[src/rtl/lbpc_pkg.sv]
// Shared types and constants for the 3x3 local binary pattern block.
`timescale 1ns / 1ps
`default_nettype none
package lbpc_pkg;

    localparam int PIX_W          = 8;
    localparam int POS_W          = 6;
    localparam int PATCH_SIZE_DEF = 10;

    // Bit positions of the neighbours inside a code.
    localparam int BIT_LEFT      = 7;
    localparam int BIT_BOT_LEFT  = 6;
    localparam int BIT_BOT       = 5;
    localparam int BIT_BOT_RIGHT = 4;
    localparam int BIT_RIGHT     = 3;
    localparam int BIT_TOP_RIGHT = 2;
    localparam int BIT_TOP       = 1;
    localparam int BIT_TOP_LEFT  = 0;

    typedef logic [PIX_W-1:0] t_pix;
    typedef logic [POS_W-1:0] t_pos;

    // Control that travels with a pixel from the read stage to the output.
    typedef struct packed {
        logic emit;
        logic last;
        t_pos position;
    } t_s1_ctl;

endpackage
`default_nettype wire

[src/rtl/lbpc_line_mem.sv]
// Line store memory holding the two previous rows, one column per entry.
`timescale 1ns / 1ps
`default_nettype none
module lbpc_line_mem
    import lbpc_pkg::*;
#(
    parameter int DEPTH = PATCH_SIZE_DEF,
    parameter int AW    = $clog2(DEPTH)
) (
    input  wire logic               i_clk,
    input  wire logic               i_rd_en,
    input  wire logic [AW-1:0]      i_rd_addr,
    output logic      [2*PIX_W-1:0] o_rd_data,
    input  wire logic               i_wr_en,
    input  wire logic [AW-1:0]      i_wr_addr,
    input  wire logic [2*PIX_W-1:0] i_wr_data
);

    logic [2*PIX_W-1:0] r_mem [DEPTH];

    always_ff @(posedge i_clk) begin
        if (i_wr_en) begin
            r_mem[i_wr_addr] <= i_wr_data;
        end
    end

    always_ff @(posedge i_clk) begin
        if (i_rd_en) begin
            o_rd_data <= r_mem[i_rd_addr];
        end
    end

endmodule
`default_nettype wire

[src/rtl/lbpc_window.sv]
// Two stored window columns and the eight neighbour comparisons.
`timescale 1ns / 1ps
`default_nettype none
module lbpc_window
    import lbpc_pkg::*;
(
    input  wire logic i_clk,
    input  wire logic i_rst_n,
    input  wire logic i_shift,
    input  wire t_pix i_top,
    input  wire t_pix i_mid,
    input  wire t_pix i_bot,
    output t_pix      o_code
);

    // Column 2 holds the centre column and column 1 the left one; the incoming column is the right one.
    t_pix r_c1_top, r_c1_mid, r_c1_bot;
    t_pix r_c2_top, r_c2_mid, r_c2_bot;
    t_pix w_m;

    always_ff @(posedge i_clk) begin
        if (!i_rst_n) begin
            r_c1_top <= '0;
            r_c1_mid <= '0;
            r_c1_bot <= '0;
            r_c2_top <= '0;
            r_c2_mid <= '0;
            r_c2_bot <= '0;
        end else if (i_shift) begin
            r_c1_top <= r_c2_top;
            r_c1_mid <= r_c2_mid;
            r_c1_bot <= r_c2_bot;
            r_c2_top <= i_top;
            r_c2_mid <= i_mid;
            r_c2_bot <= i_bot;
        end
    end

    // The code is formed from the stored columns before this shift and the incoming column.
    assign w_m = r_c2_mid;

    always_comb begin
        o_code                = '0;
        o_code[BIT_LEFT]      = r_c1_mid > w_m;
        o_code[BIT_BOT_LEFT]  = r_c1_bot > w_m;
        o_code[BIT_BOT]       = r_c2_bot > w_m;
        o_code[BIT_BOT_RIGHT] = i_bot > w_m;
        o_code[BIT_RIGHT]     = i_mid > w_m;
        o_code[BIT_TOP_RIGHT] = i_top > w_m;
        o_code[BIT_TOP]       = r_c2_top > w_m;
        o_code[BIT_TOP_LEFT]  = r_c1_top > w_m;
    end

endmodule
`default_nettype wire

[src/rtl/lbp_patch_codes.sv]
// Top level: counters, read stage, line store, window and output register.
//
//  Channel   Direction  Valid     Ready     Payload
//  input     in         i_valid   o_ready   i_pixel
//  output    out        o_valid   i_ready   o_code, o_position, o_patch_done
//
// One pixel is accepted every cycle while o_ready is high; its code passes the
// read stage and then the output register. The line store read at acceptance
// returns in the next cycle and is held until the read stage advances, when the
// window shifts, the code is formed and the column is written back. Reset clears
// counters, window and valid flags; the line store is not cleared. A held
// output beat stalls a read stage that carries a code, and the input with it.
`timescale 1ns / 1ps
`default_nettype none
module lbp_patch_codes
    import lbpc_pkg::*;
#(
    parameter int PATCH_SIZE = PATCH_SIZE_DEF
) (
    input  wire logic i_clk,
    input  wire logic i_rst_n,
    input  wire logic i_valid,
    output logic      o_ready,
    input  wire t_pix i_pixel,
    output logic      o_valid,
    input  wire logic i_ready,
    output t_pix      o_code,
    output t_pos      o_position,
    output logic      o_patch_done
);

    localparam int            CW       = $clog2(PATCH_SIZE);
    localparam logic [CW-1:0] LAST_IDX = CW'(PATCH_SIZE - 1);
    localparam logic [CW-1:0] TWO      = CW'(2);

    logic [CW-1:0] r_col, n_col;
    logic [CW-1:0] r_row, n_row;
    t_pos          r_code_index, n_code_index;

    logic          r_s1_valid;
    logic [CW-1:0] r_s1_col;
    t_pix          r_s1_px;
    t_s1_ctl       r_s1_ctl;
    t_s1_ctl       w_ctl;

    logic               r_out_valid;
    logic               w_adv;
    logic               w_acc;
    logic [2*PIX_W-1:0] w_rd_data;
    t_pix               w_code;

    assign w_adv   = r_s1_valid && (!r_s1_ctl.emit || !r_out_valid || i_ready);
    assign o_ready = !r_s1_valid || w_adv;
    assign w_acc   = i_valid && o_ready;

    always_comb begin
        w_ctl.emit     = (r_row >= TWO) && (r_col >= TWO);
        w_ctl.last     = (r_row == LAST_IDX) && (r_col == LAST_IDX);
        w_ctl.position = r_code_index;
        n_col          = r_col;
        n_row          = r_row;
        n_code_index   = r_code_index;
        if (w_acc) begin
            if (w_ctl.emit) begin
                n_code_index = r_code_index + 1'b1;
            end
            if (r_col == LAST_IDX) begin
                n_col = '0;
                if (r_row == LAST_IDX) begin
                    n_row        = '0;
                    n_code_index = '0;
                end else begin
                    n_row = r_row + 1'b1;
                end
            end else begin
                n_col = r_col + 1'b1;
            end
        end
    end

    always_ff @(posedge i_clk) begin
        if (!i_rst_n) begin
            r_col        <= '0;
            r_row        <= '0;
            r_code_index <= '0;
            r_s1_valid   <= 1'b0;
            r_out_valid  <= 1'b0;
        end else begin
            r_col        <= n_col;
            r_row        <= n_row;
            r_code_index <= n_code_index;
            if (w_acc) begin
                r_s1_valid <= 1'b1;
            end else if (w_adv) begin
                r_s1_valid <= 1'b0;
            end
            if (w_adv && r_s1_ctl.emit) begin
                r_out_valid <= 1'b1;
            end else if (i_ready) begin
                r_out_valid <= 1'b0;
            end
        end
    end

    always_ff @(posedge i_clk) begin
        if (w_acc) begin
            r_s1_col <= r_col;
            r_s1_px  <= i_pixel;
            r_s1_ctl <= w_ctl;
        end
        if (w_adv && r_s1_ctl.emit) begin
            o_code       <= w_code;
            o_position   <= r_s1_ctl.position;
            o_patch_done <= r_s1_ctl.last;
        end
    end

    assign o_valid = r_out_valid;

    lbpc_line_mem #(
        .DEPTH (PATCH_SIZE),
        .AW    (CW)
    ) u_line_mem (
        .i_clk     (i_clk),
        .i_rd_en   (w_acc),
        .i_rd_addr (r_col),
        .o_rd_data (w_rd_data),
        .i_wr_en   (w_adv),
        .i_wr_addr (r_s1_col),
        .i_wr_data ({w_rd_data[PIX_W-1:0], r_s1_px})
    );

    lbpc_window u_window (
        .i_clk   (i_clk),
        .i_rst_n (i_rst_n),
        .i_shift (w_adv),
        .i_top   (w_rd_data[2*PIX_W-1:PIX_W]),
        .i_mid   (w_rd_data[PIX_W-1:0]),
        .i_bot   (r_s1_px),
        .o_code  (w_code)
    );

`ifndef ASSERT_OFF
    a_last_position: assert property (@(posedge i_clk) disable iff (!i_rst_n)
        (o_valid && o_patch_done) |-> (o_position == POS_W'((PATCH_SIZE - 2) * (PATCH_SIZE - 2) - 1)))
        else $error("patch end code carries a wrong position");

    a_col_range: assert property (@(posedge i_clk) disable iff (!i_rst_n)
        (r_col <= LAST_IDX) && (r_row <= LAST_IDX))
        else $error("row or column counter beyond the patch");

    a_stage_hold: assert property (@(posedge i_clk) disable iff (!i_rst_n)
        (r_s1_valid && !w_adv) |=> (r_s1_valid && $stable(r_s1_col) && $stable(w_rd_data)))
        else $error("stalled read stage lost its column or line data");

    a_border_silent: assert property (@(posedge i_clk) disable iff (!i_rst_n)
        (w_acc && ((r_row < TWO) || (r_col < TWO))) |-> !w_ctl.emit)
        else $error("border pixel marked to emit a code");
`endif

endmodule
`default_nettype wire
[config.mk]
export PLATFORM = sky130hd
export DESIGN_NAME = lbp_patch_codes
export DESIGN_NICKNAME = d
export VERILOG_FILES = /design/src/rtl/lbpc_pkg.sv /design/src/rtl/lbpc_line_mem.sv /design/src/rtl/lbpc_window.sv /design/src/rtl/lbp_patch_codes.sv
export SDC_FILE = /design/constraint.sdc
export NUM_CORES = 1
export LEC_CHECK = 0
export ABC_AREA = 1
export BUFFER_PORTS_ARGS = -buffer_cell sky130_fd_sc_hd__buf_2
export CAP_MARGIN = 20
export CORE_MARGIN = 4
export CORE_UTILIZATION = 55
export CTS_CLUSTER_DIAMETER = 100
export CTS_CLUSTER_SIZE = 16
export DETAILED_ROUTE_END_ITERATION = 16
export PLACE_DENSITY = 0.84
export SLEW_MARGIN = 20
export SYNTH_ARGS = -nofsm -noshare
export SYNTH_HDL_FRONTEND = slang
export SYNTH_SLANG_ARGS = --single-unit
[constraint.sdc]
create_clock -name i_clk -period 2.85 [get_ports i_clk]
set_input_delay 0.1425 -clock i_clk [delete_from_list [all_inputs] [get_ports i_clk]]
set_output_delay 0.1425 -clock i_clk [all_outputs]
set_load 0.02 [all_outputs]
==> summary.md <==
| Metric | Value |
|---|---|
| Outcome | `complete, no violations` |
| Critical Path RT | `3250 ps` |
| Synth Flop Type | `edfxtp_1` |
| Final WS setup | `approximately 640 ps` |
| GRT Overall Usage | `between 20% and 30%` |
| Die area | `0.0237 mm2` |
| Max-cap violations | `0` |
| Sink Count | `275` |
| Internal | `6.11 mW` |
| Comb power frac | `8.9%` |
| Ant diodes | `0` |
| Most frequent cells in the layout | `edfxtp_1, nand2_1, nor2_1` |
| Reg power frac | `a little under three fifths` |
| Worst path cell trace | `nor2_2 > nand2_2 > nand2_1 > nor2_2 > a21oi_1 > nor2_1` |
| CP most frequent cell | `nor2_2` |
| Synth top area share | `around 54%` |
| Pwr Total | `about 8 mW` |
| Post-synth ARST share | `0%` |
| Area leader, netlist | `edfxtp_1` |
| P per Cell Area | `627 mW/mm2` |
| Core area | `between 0.02 and 0.025 mm2` |
| Critical Path Fanout Max | `15` |
| Post-route DRC | `0` |
| Final HPWL DP | `roughly 16 mm` |
| Initial antenna violation count | `0` |
| Synth-to-layout area growth | `9.52%` |
| Routed WL | `25.7 mm` |
| Hold Path Class | `in -> reg` |
| Final count of negative-setup-slack endpoints | `0` |
| Largest net degree at the start of global routing | `57` |
| Die Y | `around 150 um` |
| Post-CTS Resized | `0` |
| Tmin final | `2210 ps` |
| RSZ-0062 raised after global routing | `false` |
| Max IR drop VDD | `0.601 mV` |
| Dominant cells by area after synthesis | `edfxtp_1, dfxtp_1, ha_1` |
| Post-synth EDFFs | `between 200 and 250` |
| Flops & latches, synth | `about 280` |
| CTS tree | `built` |
| Max-slew headroom at the worst pin | `40.4%` |
| Global-route wire length before repair | `40.3 mm` |
| Post-synthesis sequential area ratio | `between 60% and 70%` |
| FMAX | `0.452 GHz` |
| Row cnt | `53` |
| Switching Fraction | `23.9%` |
| Count of different cell masters after synthesis | `28` |
| Hold Vio Cnt, Final | `0` |
| DR iter-0 viols | `841` |
| Port bufs | `28` |
| Startpoint Class | `register` |
| Commonest non-fill, non-tap cell in the layout | `edfxtp_1` |
| Tightest Pin Transition | `893 ps` |
| Clock skew | `19.3 ps` |
| Clock share of power | `between 30% and 40%` |
| Die W | `154 um` |
| Place WS | `704 ps` |
| Synthesized Nets | `about 1,100` |
| First-pass DRT Iterations | `6` |
| Crit end category | `register` |
| Synth warn | `0` |
| Placed cell count | `about 1,300` |
| Tcrit/Tclk final | `a little under 80%` |
| Clock buffer depth | `3` |
| Routed len/inst | `18.6 um` |
| Remaining antenna violation count | `0` |
| GP Congestion | `between 0.8 and 0.9` |
| NumNets Final | `roughly 1,200` |
| Max stage delay on crit path | `about 700 ps` |
| Core Util, Final | `between 60% and 70%` |
| Setup Buffers After CTS | `0` |
| Worst skew pair latency | `510 ps` |
| P_sw | `1.92 mW` |
| Vias | `7,886` |
| Slowest stage cell on the critical path | `nor2_2` |
| H-tree lvl count | `1` |
| Fin cells | `1,380` |
| IO Pins | `29` |
| Slew Viols, Final | `0` |
| CTS Root Cell | `clkbuf_16` |
| CP Class | `reg -> reg` |
| Lkg Pwr | `4.81 nW` |
| Vias per inst | `5.71` |
| Gate Count Post-Synth | `1,055` |
| Synthesized cell area | `0.0117 mm2` |
| Initial Util | `55.8%` |
| CTS Hold Bufs | `9` |
| Clk pin slew, worst setup/hold paths | `70 ps` |
| Global route overflow | `0` |
| CP arrival | `2610 ps` |
| Vias in the first global route | `roughly 7,700` |
| Avg Inst Size Synth | `11.1 um2` |
| Share of cells above drive strength 1 | `8.78%` |
| CTS buffer count | `21` |
[sequential cells by signal, indices dropped and copies added (netlist names)]
name,cells
o_code,8
o_patch_done,1
o_position,6
o_valid,1
r_code_index,6
r_col,4
r_row,4
r_s1_col,4
r_s1_ctl,8
r_s1_px,8
r_s1_valid,1
u_line_mem.o_rd_data,16
u_line_mem.r_mem,160
u_window.r_c1_bot,8
u_window.r_c1_mid,8
u_window.r_c1_top,8
u_window.r_c2_bot,8
u_window.r_c2_mid,8
u_window.r_c2_top,8
[area by class of cell]
cell class | count | area (um2)
clock buffer | 35 | 578
clock inverter | 2 | 25.0
fill | 1621 | 8140
inverter | 66 | 248
multi-input combinational | 672 | 3610
sequential | 275 | 7620
tap | 275 | 344
timing repair buffer | 55 | 390
[logic make-up (layout without fill, tap and decap cells)]
family	Yosys count	after routing	synth area share, %
fa+ha+maj	65	65	6.95
compound gates	221	221	9.76
flops	275	275	65.1
buf+inv	108	158	4.28
simple gates	386	386	13.9
[metal layers]
metal / vias up / share of wire (%) / track usage (%)
met5: - / 0 / 0
met4: 0 / 3.3 / 7.70
met3: 67 / 8.1 / 3.29
met2: 353 / 49 / 37.1
met1: 3708 / 39 / 27.2
li1: 3758 / - / -
[power groups by stage]
stage | logic [mW] | registers [mW] | clock network, mW
2_1_floorplan | 0.527 | 4.62 | 0
3_3_place_gp | 0.652 | 4.67 | 0
3_5_place_dp | 0.691 | 4.68 | 0
4_1_cts | 0.710 | 4.59 | 2.75
5_1_grt | 0.811 | 4.60 | 2.90
6_report | 0.712 | 4.59 | 2.72
[worst paths after layout]
path	startpoint	endpoint	slack (ps)	cells after the start
setup / recovery	r_col[2]	r_code_index[3]	640	6
hold / removal	i_ready	r_s1_valid	20	4
setup reg to reg	r_col[2]	r_code_index[3]	640	6
hold reg to reg	r_s1_ctl[6]	o_patch_done	430	0
[metrics by stage]
step / setup TNS (ps) / hold slack [ps] / instance area [um2]
5_1_grt: 0 / 40.0 / 12800
3_5_place_dp: 0 / 321 / 12100
6_report: 0 / 18.3 / 12800
4_1_cts: 0 / 19.4 / 12800
3_3_place_gp: 0 / 319 / 12100
2_1_floorplan: -1960 / 241 / 11700
[worst max-delay path: cells and delay by family (launching register included)]
kind | cells | cell delay [ps]
simple gates | 5 | 1530
flops | 1 | 410
compound gates | 1 | 150
[synthesized netlist by cell type (2+ instances only)]
cell type  count
a22oi_1       12
edfxtp_1     211
buf_2         16
nand2_2        2
a21oi_1       74
or2_1          6
nor2_4         2
buf_6          9
o21ai_0      126
nand3_1       12
nand4_1       18
dfxtp_1       64
o21ai_1        7
o211ai_1       2
or2_2          6
nor3_1        17
nand2_1      160
nor2_2         4
inv_2          6
buf_4          2
clkbuf_1      14
inv_1         60
nor2_1       153
nor4_1         4
ha_1          65
(Power assumes the default switching activity.)
